==> src/sv/bpdb_pkg.sv <==
`timescale 1ns / 1ps
// Shared constants, types and state codes for the frame power meter.
package bpdb_pkg;

    localparam int SAMPLE_BITS = 16;
    localparam int WIN_W       = 13;
    localparam int MAX_WINDOW  = 4096;
    localparam int SQ_W        = 2 * SAMPLE_BITS;
    localparam int SUM_W       = 42;
    localparam int CNT_W       = 13;
    localparam int DB_W        = 17;
    localparam int FRAC_W      = 16;
    localparam int EXP_W       = 6;
    localparam int LOG_W       = EXP_W + FRAC_W;
    localparam int MANT_W      = 31;
    localparam int DIFF_W      = LOG_W + 2;
    localparam int K_W         = 26;
    localparam int PROD_W      = LOG_W + K_W;
    localparam int ROUND_SH    = 32;
    localparam int Q_W         = PROD_W - ROUND_SH;
    localparam int IT_W        = 4;
    localparam int SQ_SHIFT    = 2 * SAMPLE_BITS - 2;
    localparam int FIFO_DEPTH  = 4;
    localparam int FIFO_AW     = $clog2(FIFO_DEPTH);
    localparam int FIFO_CW     = FIFO_AW + 1;

    localparam logic [WIN_W-1:0]       WIN_RESET   = WIN_W'(441);
    localparam logic [SUM_W-1:0]       SUM_MAX     = {SUM_W{1'b1}};
    localparam logic [K_W-1:0]         DB_PER_LOG2 = K_W'(50504453);
    localparam logic [DIFF_W-1:0]      LOG_OFFSET  = DIFF_W'(SQ_SHIFT * (2 ** FRAC_W));
    localparam logic [PROD_W-1:0]      RND_HALF    = PROD_W'(1) << (ROUND_SH - 1);
    localparam logic signed [DB_W-1:0] SILENCE_DB  = -17'sd30720;
    localparam logic signed [DB_W-1:0] MIN_DB      = -17'sd33280;

    typedef struct packed {
        logic [SUM_W-1:0] sum;
        logic [CNT_W-1:0] count;
    } t_frame;

    typedef enum logic [2:0] {
        ST_IDLE,
        ST_NORM,
        ST_SQR,
        ST_DIFF,
        ST_MUL,
        ST_RND
    } t_state;

endpackage

==> src/sv/bpdb_front.sv <==
`timescale 1ns / 1ps
// Front end: window register, sample squaring, frame accumulation and frame hand-off.
module bpdb_front (
    input  logic                                   i_clk,
    input  logic                                   i_rst_n,
    input  logic                                   i_cfg_valid,
    output logic                                   o_cfg_ready,
    input  logic [bpdb_pkg::WIN_W-1:0]             i_window_length,
    input  logic                                   i_valid,
    output logic                                   o_ready,
    input  logic signed [bpdb_pkg::SAMPLE_BITS-1:0] i_sample,
    input  logic [bpdb_pkg::FIFO_CW-1:0]           i_fifo_cnt,
    output logic                                   o_push,
    output bpdb_pkg::t_frame                       o_frame
);

    logic [bpdb_pkg::WIN_W-1:0]       r_window;
    logic [bpdb_pkg::CNT_W-1:0]       r_count;
    logic [bpdb_pkg::SUM_W-1:0]       r_sum;
    logic                             r_s1_valid;
    logic                             r_s1_last;
    logic [bpdb_pkg::SQ_W-1:0]        r_s1_sq;
    logic [bpdb_pkg::CNT_W-1:0]       r_s1_cnt;

    logic [bpdb_pkg::WIN_W-1:0]       win_eff;
    logic [bpdb_pkg::CNT_W-1:0]       cnt_inc;
    logic                             last_now;
    logic                             pending;
    logic [bpdb_pkg::FIFO_CW:0]       slots;
    logic                             room;
    logic                             accept;
    logic [bpdb_pkg::SAMPLE_BITS-1:0] s_u;
    logic [bpdb_pkg::SAMPLE_BITS-1:0] mag;
    logic [bpdb_pkg::SQ_W-1:0]        sq;
    logic [bpdb_pkg::SUM_W:0]         acc;
    logic [bpdb_pkg::SUM_W-1:0]       sat;

    assign o_cfg_ready = 1'b1;

    always_comb begin
        if (r_window == '0) begin
            win_eff = bpdb_pkg::WIN_W'(1);
        end else if (r_window > bpdb_pkg::WIN_W'(bpdb_pkg::MAX_WINDOW)) begin
            win_eff = bpdb_pkg::WIN_W'(bpdb_pkg::MAX_WINDOW);
        end else begin
            win_eff = r_window;
        end
    end

    assign cnt_inc  = r_count + 1'b1;
    assign last_now = bpdb_pkg::WIN_W'(cnt_inc) >= win_eff;
    assign pending  = r_s1_valid & r_s1_last;
    assign slots    = {1'b0, i_fifo_cnt} + (bpdb_pkg::FIFO_CW + 1)'(pending);
    assign room     = slots < (bpdb_pkg::FIFO_CW + 1)'(bpdb_pkg::FIFO_DEPTH);
    assign o_ready  = !last_now || room;
    assign accept   = i_valid && o_ready;

    assign s_u = i_sample;
    assign mag = s_u[bpdb_pkg::SAMPLE_BITS-1] ? (~s_u + 1'b1) : s_u;
    assign sq  = mag * mag;

    assign acc = {1'b0, r_sum} + (bpdb_pkg::SUM_W + 1)'(r_s1_sq);
    assign sat = acc[bpdb_pkg::SUM_W] ? bpdb_pkg::SUM_MAX : acc[bpdb_pkg::SUM_W-1:0];

    assign o_push        = r_s1_valid && r_s1_last;
    assign o_frame.sum   = sat;
    assign o_frame.count = r_s1_cnt;

    always_ff @(posedge i_clk) begin
        if (!i_rst_n) begin
            r_window   <= bpdb_pkg::WIN_RESET;
            r_count    <= '0;
            r_sum      <= '0;
            r_s1_valid <= 1'b0;
        end else begin
            if (i_cfg_valid) begin
                r_window <= i_window_length;
            end
            r_s1_valid <= accept;
            if (accept) begin
                r_count <= last_now ? '0 : cnt_inc;
            end
            if (r_s1_valid) begin
                r_sum <= r_s1_last ? '0 : sat;
            end
        end
    end

    always_ff @(posedge i_clk) begin
        if (accept) begin
            r_s1_sq   <= sq;
            r_s1_last <= last_now;
            r_s1_cnt  <= cnt_inc;
        end
    end

endmodule

==> src/sv/bpdb_fifo.sv <==
`timescale 1ns / 1ps
// Short queue of finished frame totals between the front and back ends.
module bpdb_fifo (
    input  logic                         i_clk,
    input  logic                         i_rst_n,
    input  logic                         i_push,
    input  bpdb_pkg::t_frame             i_frame,
    input  logic                         i_pop,
    output bpdb_pkg::t_frame             o_frame,
    output logic                         o_empty,
    output logic [bpdb_pkg::FIFO_CW-1:0] o_cnt
);

    bpdb_pkg::t_frame                 r_mem [bpdb_pkg::FIFO_DEPTH];
    logic [bpdb_pkg::FIFO_AW-1:0]     r_wr;
    logic [bpdb_pkg::FIFO_AW-1:0]     r_rd;
    logic [bpdb_pkg::FIFO_CW-1:0]     r_cnt;

    assign o_frame = r_mem[r_rd];
    assign o_empty = (r_cnt == '0);
    assign o_cnt   = r_cnt;

    always_ff @(posedge i_clk) begin
        if (i_push) begin
            r_mem[r_wr] <= i_frame;
        end
    end

    always_ff @(posedge i_clk) begin
        if (!i_rst_n) begin
            r_wr  <= '0;
            r_rd  <= '0;
            r_cnt <= '0;
        end else begin
            if (i_push) begin
                r_wr <= r_wr + 1'b1;
            end
            if (i_pop) begin
                r_rd <= r_rd + 1'b1;
            end
            if (i_push && !i_pop) begin
                r_cnt <= r_cnt + 1'b1;
            end else if (i_pop && !i_push) begin
                r_cnt <= r_cnt - 1'b1;
            end
        end
    end

    a_no_overflow: assert property (@(posedge i_clk) disable iff (!i_rst_n)
        i_push |-> (r_cnt != bpdb_pkg::FIFO_CW'(bpdb_pkg::FIFO_DEPTH)))
        else $error("frame queue overflow");

    a_no_underflow: assert property (@(posedge i_clk) disable iff (!i_rst_n)
        i_pop |-> !o_empty)
        else $error("frame queue underflow");

endmodule

==> src/sv/bpdb_back.sv <==
`timescale 1ns / 1ps
// Back end: iterative log2 of frame sum and count, dB scaling and output register.
module bpdb_back (
    input  logic                                i_clk,
    input  logic                                i_rst_n,
    input  logic                                i_empty,
    input  bpdb_pkg::t_frame                    i_frame,
    output logic                                o_pop,
    output logic                                o_valid,
    input  logic                                i_ready,
    output logic signed [bpdb_pkg::DB_W-1:0]    o_power_db
);

    bpdb_pkg::t_state                  r_state;
    bpdb_pkg::t_state                  n_state;
    logic [bpdb_pkg::SUM_W-1:0]        r_norm;
    logic [bpdb_pkg::EXP_W-1:0]        r_exp;
    logic [bpdb_pkg::MANT_W-1:0]       r_m;
    logic [bpdb_pkg::FRAC_W-1:0]       r_frac;
    logic [bpdb_pkg::IT_W-1:0]         r_it;
    logic                              r_pass;
    logic                              r_silent;
    logic [bpdb_pkg::CNT_W-1:0]        r_cnt;
    logic [bpdb_pkg::LOG_W-1:0]        r_log_sum;
    logic [bpdb_pkg::LOG_W-1:0]        r_mag;
    logic [bpdb_pkg::PROD_W-1:0]       r_prod;
    logic                              r_out_valid;
    logic signed [bpdb_pkg::DB_W-1:0]  r_out_db;

    logic                              out_free;
    logic                              out_load;
    logic                              top_zero;
    logic                              top_set;
    logic [2*bpdb_pkg::MANT_W-1:0]     sq_prod;
    logic [bpdb_pkg::MANT_W:0]         sq_top;
    logic                              sq_bit;
    logic [bpdb_pkg::MANT_W-1:0]       m_next;
    logic [bpdb_pkg::FRAC_W-1:0]       frac_next;
    logic                              sq_done;
    logic [bpdb_pkg::DIFF_W-1:0]       diff;
    logic [bpdb_pkg::DIFF_W-1:0]       diff_neg;
    logic [bpdb_pkg::LOG_W-1:0]        mag;
    logic [bpdb_pkg::PROD_W-1:0]       rnd;
    logic [bpdb_pkg::Q_W-1:0]          q;
    logic signed [bpdb_pkg::DB_W-1:0]  res_raw;
    logic signed [bpdb_pkg::DB_W-1:0]  result;

    assign out_free = !r_out_valid || i_ready;
    assign top_zero = (r_norm[bpdb_pkg::SUM_W-1 -: 4] == 4'd0);
    assign top_set  = r_norm[bpdb_pkg::SUM_W-1];

    // one squaring step of the log2 mantissa
    assign sq_prod   = r_m * r_m;
    assign sq_top    = sq_prod[2*bpdb_pkg::MANT_W-1:bpdb_pkg::MANT_W-1];
    assign sq_bit    = sq_top[bpdb_pkg::MANT_W];
    assign m_next    = sq_bit ? sq_top[bpdb_pkg::MANT_W:1] : sq_top[bpdb_pkg::MANT_W-1:0];
    assign frac_next = {r_frac[bpdb_pkg::FRAC_W-2:0], sq_bit};
    assign sq_done   = (r_it == bpdb_pkg::IT_W'(bpdb_pkg::FRAC_W - 1));

    // log2(sum) - log2(count) - offset, clamped at zero, magnitude kept
    assign diff     = {2'b00, r_log_sum} - {2'b00, r_exp, r_frac} - bpdb_pkg::LOG_OFFSET;
    assign diff_neg = ~diff + 1'b1;
    assign mag      = diff[bpdb_pkg::DIFF_W-1] ? diff_neg[bpdb_pkg::LOG_W-1:0] : '0;

    assign rnd     = r_prod + bpdb_pkg::RND_HALF;
    assign q       = rnd[bpdb_pkg::PROD_W-1:bpdb_pkg::ROUND_SH];
    assign res_raw = -$signed(bpdb_pkg::DB_W'(q));

    always_comb begin
        if (r_silent) begin
            result = bpdb_pkg::SILENCE_DB;
        end else if (res_raw < bpdb_pkg::MIN_DB) begin
            result = bpdb_pkg::MIN_DB;
        end else begin
            result = res_raw;
        end
    end

    always_comb begin
        n_state = r_state;
        unique case (r_state)
            bpdb_pkg::ST_IDLE: begin
                if (!i_empty) begin
                    n_state = (i_frame.sum == '0) ? bpdb_pkg::ST_RND : bpdb_pkg::ST_NORM;
                end
            end
            bpdb_pkg::ST_NORM: begin
                if (top_set) begin
                    n_state = bpdb_pkg::ST_SQR;
                end
            end
            bpdb_pkg::ST_SQR: begin
                if (sq_done) begin
                    n_state = r_pass ? bpdb_pkg::ST_DIFF : bpdb_pkg::ST_NORM;
                end
            end
            bpdb_pkg::ST_DIFF: n_state = bpdb_pkg::ST_MUL;
            bpdb_pkg::ST_MUL:  n_state = bpdb_pkg::ST_RND;
            bpdb_pkg::ST_RND: begin
                if (out_free) begin
                    n_state = bpdb_pkg::ST_IDLE;
                end
            end
            default: n_state = bpdb_pkg::ST_IDLE;
        endcase
    end

    always_comb begin
        o_pop    = 1'b0;
        out_load = 1'b0;
        unique case (r_state)
            bpdb_pkg::ST_IDLE: o_pop    = !i_empty;
            bpdb_pkg::ST_RND:  out_load = out_free;
            default: begin
                o_pop    = 1'b0;
                out_load = 1'b0;
            end
        endcase
    end

    always_ff @(posedge i_clk) begin
        if (!i_rst_n) begin
            r_state     <= bpdb_pkg::ST_IDLE;
            r_out_valid <= 1'b0;
        end else begin
            r_state <= n_state;
            if (out_load) begin
                r_out_valid <= 1'b1;
            end else if (i_ready) begin
                r_out_valid <= 1'b0;
            end
        end
    end

    always_ff @(posedge i_clk) begin
        if (out_load) begin
            r_out_db <= result;
        end
        unique case (r_state)
            bpdb_pkg::ST_IDLE: begin
                if (o_pop) begin
                    r_norm   <= i_frame.sum;
                    r_cnt    <= i_frame.count;
                    r_exp    <= bpdb_pkg::EXP_W'(bpdb_pkg::SUM_W - 1);
                    r_pass   <= 1'b0;
                    r_silent <= (i_frame.sum == '0);
                end
            end
            bpdb_pkg::ST_NORM: begin
                if (top_zero) begin
                    r_norm <= r_norm << 4;
                    r_exp  <= r_exp - bpdb_pkg::EXP_W'(4);
                end else if (!top_set) begin
                    r_norm <= r_norm << 1;
                    r_exp  <= r_exp - 1'b1;
                end else begin
                    r_m    <= r_norm[bpdb_pkg::SUM_W-1 -: bpdb_pkg::MANT_W];
                    r_frac <= '0;
                    r_it   <= '0;
                end
            end
            bpdb_pkg::ST_SQR: begin
                r_m    <= m_next;
                r_frac <= frac_next;
                r_it   <= r_it + 1'b1;
                if (sq_done && !r_pass) begin
                    r_log_sum <= {r_exp, frac_next};
                    r_norm    <= bpdb_pkg::SUM_W'(r_cnt);
                    r_exp     <= bpdb_pkg::EXP_W'(bpdb_pkg::SUM_W - 1);
                    r_pass    <= 1'b1;
                end
            end
            bpdb_pkg::ST_DIFF: r_mag  <= mag;
            bpdb_pkg::ST_MUL:  r_prod <= bpdb_pkg::PROD_W'(r_mag * bpdb_pkg::DB_PER_LOG2);
            bpdb_pkg::ST_RND:  r_prod <= r_prod;
            default:           r_prod <= r_prod;
        endcase
    end

    assign o_valid    = r_out_valid;
    assign o_power_db = r_out_db;

    a_db_range: assert property (@(posedge i_clk) disable iff (!i_rst_n)
        r_out_valid |-> (r_out_db <= 0) && (r_out_db >= bpdb_pkg::MIN_DB))
        else $error("power_db out of range");

    a_pop_start: assert property (@(posedge i_clk) disable iff (!i_rst_n)
        o_pop |=> (r_state == bpdb_pkg::ST_NORM) || (r_state == bpdb_pkg::ST_RND))
        else $error("frame popped without starting work");

    a_norm_nonzero: assert property (@(posedge i_clk) disable iff (!i_rst_n)
        (r_state == bpdb_pkg::ST_NORM) |-> (r_norm != '0))
        else $error("normalising a zero value");

endmodule

==> src/sv/block_power_db_meter_unit.sv <==
`timescale 1ns / 1ps
// Top level of the frame power meter: front end, frame queue and log back end.
//
// Usage:
//   Samples arrive on i_valid / o_ready / i_sample, one word per cycle at most.
//   Each frame of window_length samples (0 acts as 1, above 4096 as 4096)
//   yields one word on o_valid / i_ready / o_power_db: mean power in 1/256 dB,
//   -30720 for an all-zero frame. The user must write the window register
//   through i_cfg_valid / o_cfg_ready / i_window_length only while the
//   block is idle, unenforced by the block itself; o_cfg_ready is always high.
// Result path: a frame's result passes the accumulate register and the queue,
//   then per log2 operand a shift normaliser (plus a load step) and sixteen
//   squaring steps, then the scaling states ST_DIFF, ST_MUL and ST_RND; an
//   all-zero frame goes from the queue straight to ST_RND.
// Throughput: one sample per cycle while o_ready is high; the back end works
//   on one frame at a time, so short frames fill the four-entry queue and
//   o_ready drops on a frame-ending sample until a slot frees.
// Reset: clears the accumulator, sample count, queue and back end; window
//   returns to 441. A stalled result is held in the output register while the
//   back end works on the next frame.
module block_power_db_meter_unit (
    input  logic                                    i_clk,
    input  logic                                    i_rst_n,
    input  logic                                    i_cfg_valid,
    output logic                                    o_cfg_ready,
    input  logic [bpdb_pkg::WIN_W-1:0]              i_window_length,
    input  logic                                    i_valid,
    output logic                                    o_ready,
    input  logic signed [bpdb_pkg::SAMPLE_BITS-1:0] i_sample,
    output logic                                    o_valid,
    input  logic                                    i_ready,
    output logic signed [bpdb_pkg::DB_W-1:0]        o_power_db
);

    logic                          push;
    logic                          pop;
    logic                          empty;
    logic [bpdb_pkg::FIFO_CW-1:0]  fifo_cnt;
    bpdb_pkg::t_frame              frame_in;
    bpdb_pkg::t_frame              frame_out;

    bpdb_front u_front (
        .i_clk           (i_clk),
        .i_rst_n         (i_rst_n),
        .i_cfg_valid     (i_cfg_valid),
        .o_cfg_ready     (o_cfg_ready),
        .i_window_length (i_window_length),
        .i_valid         (i_valid),
        .o_ready         (o_ready),
        .i_sample        (i_sample),
        .i_fifo_cnt      (fifo_cnt),
        .o_push          (push),
        .o_frame         (frame_in)
    );

    bpdb_fifo u_fifo (
        .i_clk   (i_clk),
        .i_rst_n (i_rst_n),
        .i_push  (push),
        .i_frame (frame_in),
        .i_pop   (pop),
        .o_frame (frame_out),
        .o_empty (empty),
        .o_cnt   (fifo_cnt)
    );

    bpdb_back u_back (
        .i_clk      (i_clk),
        .i_rst_n    (i_rst_n),
        .i_empty    (empty),
        .i_frame    (frame_out),
        .o_pop      (pop),
        .o_valid    (o_valid),
        .i_ready    (i_ready),
        .o_power_db (o_power_db)
    );

endmodule

==> config.mk <==
export PLATFORM = sky130hd
export DESIGN_NAME = block_power_db_meter_unit
export DESIGN_NICKNAME = d
export VERILOG_FILES = /design/src/sv/bpdb_pkg.sv /design/src/sv/bpdb_front.sv /design/src/sv/bpdb_fifo.sv /design/src/sv/bpdb_back.sv /design/src/sv/block_power_db_meter_unit.sv
export SDC_FILE = /design/constraint.sdc
export NUM_CORES = 2
export LEC_CHECK = 0
export BUFFER_PORTS_ARGS = -buffer_cell sky130_fd_sc_hd__buf_4
export CAP_MARGIN = 20
export CORE_UTILIZATION = 54
export CTS_CLUSTER_DIAMETER = 50
export DETAILED_ROUTE_END_ITERATION = 10
export GPL_TIMING_DRIVEN = 0
export PLACE_DENSITY = 0.7
export SLEW_MARGIN = 15
export SYNTH_ARGS = -nofsm -noshare
export SYNTH_HDL_FRONTEND = slang
export SYNTH_SLANG_ARGS = --single-unit
==> constraint.sdc <==
create_clock -name i_clk -period 20.4 [get_ports i_clk]
set_input_delay 1.02 -clock i_clk [delete_from_list [all_inputs] [get_ports i_clk]]
set_output_delay 1.02 -clock i_clk [all_outputs]
set_load 0.02 [all_outputs]
==> run_results.csv <==
group,metric,value,unit
floorplan,rows,126,
global_routing,grt-ovfl-total,0,
synthesis,synth_commonest_cells,"1405 x inv_1, 1020 x fa_1, 668 x ha_1, 558 x nand2_1, 457 x edfxtp_1",
synthesis,synth_edf_count,457,
drt,vias,44900,
final_layout,nFillCells,9982,
cts,clkSinkCount,539,
final_layout,layout-drive-gt1-share,4.80,%
placement,dp_cells,7907,
placement,gp_congestion,0.973,
min_path,holdCritPathClass,"flop to flop",
cts,cts_made_buffers,60,
worst_setup_path,cp_common_cell,"fa_1",
worst_setup_path,cp.arrival,11.25,ns
floorplan,die_x,349,microns
synthesis,synth_top_area_share,31.4,%
worst_setup_path,cp_max_fo,10,
worst_setup_path,end_kind,"flop",
placement,hpwl,133000,microns
drt,wl_per_cell,20.3,microns
sta,setup_ws,9.55,ns
global_routing,track_usage,28.0,%
sta,skew,0.118,ns
sta,finalSetupTns,0,ns
synthesis,yosys_warnings,0,
placement,placed_area,67800,sq um
final_layout,final-seq-area,15400,sq um
cts,clk_latency,0.68,ns
cts,cts_setup_buffers,0,
cts,post_cts_resized,0,
synthesis,synthTopCellsByArea,"fa_1 31%, edfxtp_1 21%, ha_1 13%",
sta,slew_headroom,13.8,%
drt,antenna_left,0,
placement,io_buffers,51,
worst_setup_path,worstSetupPathType,"flop to flop",
synthesis,synth.most_common_cell,"inv_1",
cts,hold_buffers,0,
synthesis,async_flop_share,0,%
worst_setup_path,worst-endpoint-required,20.80,ns
final_layout,num-nets-final,8093,
synthesis,yosysSeqAreaShare,23.6,%
worst_setup_path,start_kind,"flop",
worst_setup_path,crit_path_top_delay_cell,"clkbuf_1",
synthesis,synthCells,6229,
worst_setup_path,cp_slowest_stage_delay,0.99,ns
cts,h-tree-depth,2,
global_routing,grt_pass1_vias,47900,
sta,min_period,10.85,ns
sta,setup_viol,0,
synthesis,synth-main-ff-cell,"edfxtp_1",
floorplan,dieArea,122000,sq um
cts,cts.path.max_buffers,3,
floorplan,ios,54,
drt,wl,163000,microns
synthesis,ys_seq_elements,539,
cts,cts_tree,"built",
cts,cts_root_buf,"clkbuf_16",
status,status,"complete, no violations",
sta,max_freq,0.0922,GHz
global_routing,grt_pass1_wl,263000,microns
sta,worstMarginPinSlew,1.29,ns
worst_setup_path,cp_top_family,"adder cells",
final_layout,synthToLayoutAreaGrowth,7.63,%
global_routing,grt_max_degree,41,
final_layout,multi_input_area,43700,sq um
sta,hold_viol,0,
floorplan,dieHeight,349,microns
floorplan,core_area,119000,sq um
synthesis,syn_area,65000,sq um
drt,viasPerCell,5.60,
flow_run,cap_violations,0,
drt,route.detailed.drc,0,
sta,rsz0062_at_grt,"no",
worst_setup_path,ff2ff_setup_slack,9.55,ns
placement,place_ws,9.81,ns
synthesis,syn_area_per_cell,10.4,sq um
worst_setup_path,crit_buf_inv,8,
synthesis,yosysTopAreaCell,"fa_1",
final_layout,fin_cells,8030,
global_routing,antenna_found_initial,12,
floorplan,initial_core_util,54.8,%
sta,maxSlewViolCount,0,
drt,drt_iter0_drc,3507,
synthesis,ys_types,100,
sta,finalCritPeriodShare,53.2,%
cts,path_clk_slew,0.07,ns
drt,drtPass1Iterations,6,
final_layout,stdcell_area,70000,sq um
==> cell families (layout without fill, tap and decap cells) <==
| family | after synthesis | after routing | synth area share, % |
|---|---|---|---|
| DFF | 539 | 539 | 23.6 |
| buffers and inverters | 1596 | 1777 | 9.26 |
| xor gates and xnor gates | 230 | 230 | 3.16 |
| AOI/OAI and AO/OA | 684 | 684 | 7.12 |
| adders and majority gates | 1688 | 1688 | 44.3 |
| and+or+nand+nor | 1404 | 1404 | 10.2 |
| other | 2 | 22 | 0.0116 |
| muxes | 86 | 86 | 2.40 |
==> layer usage <==
layer | part of all wire, % | track usage, % | wire length (microns)
met5 | 0.061 | 0.360 | 100
met4 | 3.5 | 8.59 | 5690
met3 | 9.0 | 5.39 | 14700
met2 | 48 | 45.9 | 77600
met1 | 40 | 37.5 | 65200
==> per-stage QoR <==
stage | hold WS (ns) | utilization, %
after floorplan | 0.426 | -
after global placement | 0.429 | 56.8
after detailed placement | 0.432 | 57.1
after CTS | 0.439 | 58.9
after global routing | 0.447 | 58.9
final | 0.440 | 58.9
==> sequential cells by signal, indices dropped and copies added, names as in the netlist, 16 cells and up, named ones only <==
signal             count
u_back.r_frac         16
u_back.r_prod         17
u_front.r_sum         42
u_back.r_mag          22
u_back.r_norm         42
u_back.r_m            31
u_fifo.r_mem         220
u_front.r_s1_sq       31
u_back.r_log_sum      22
u_back.o_power_db     17
==> cell usage in the layout, fill, tap and decap left out, types with 31 or more instances in the layout <==
master,n
a21o_1,81
a21oi_1,177
a22o_1,37
and2_1,208
and3_1,45
buf_4,57
clkbuf_1,161
clkbuf_16,62
dfxtp_1,82
edfxtp_1,457
fa_1,1020
ha_1,668
inv_1,1405
mux4_2,55
nand2_1,558
nand3_1,73
nor2_1,280
nor2b_1,31
nor3_1,60
o21ai_0,124
xnor2_1,130
xor2_1,95
==> worst register-to-register path: cells and delay by family, from the launching register on <==
family | cells | cell delay (ns)
fa+ha+maj | 9 | 4.47
buf+inv | 8 | 2.68
flops | 1 | 0.61
compound gates | 7 | 1.90
simple gates | 4 | 0.91
==> cell type report <==
type                       instances  area share, %
multi-input combinational       4105           62.5
clock buffer                      70           2.29
sequential                       539           22.0
antenna                            9         0.0322
buffer                           183           1.03
inverter                        1413           7.58
timing repair buffer              69          0.937
tap                             1600           2.86
clock inverter                    42          0.824
==> final timing paths <==
kind | start | to | depth (start not counted)
setup / recovery | u_back.r_m[14]$_DFFE_PP_ | u_back.r_m[20]$_DFFE_PP_ | 28
hold / removal | u_back.r_frac[6]$_SDFFCE_PN0P_ | u_back.r_log_sum[7]$_DFFE_PP_ | 0
setup reg to reg | u_back.r_m[14]$_DFFE_PP_ | u_back.r_m[20]$_DFFE_PP_ | 28
hold reg to reg | u_back.r_frac[6]$_SDFFCE_PN0P_ | u_back.r_log_sum[7]$_DFFE_PP_ | 0
Power is left out: the tool's default activity adds up to more than one toggle a clock period on the data nets, which glitch-free logic cannot reach.
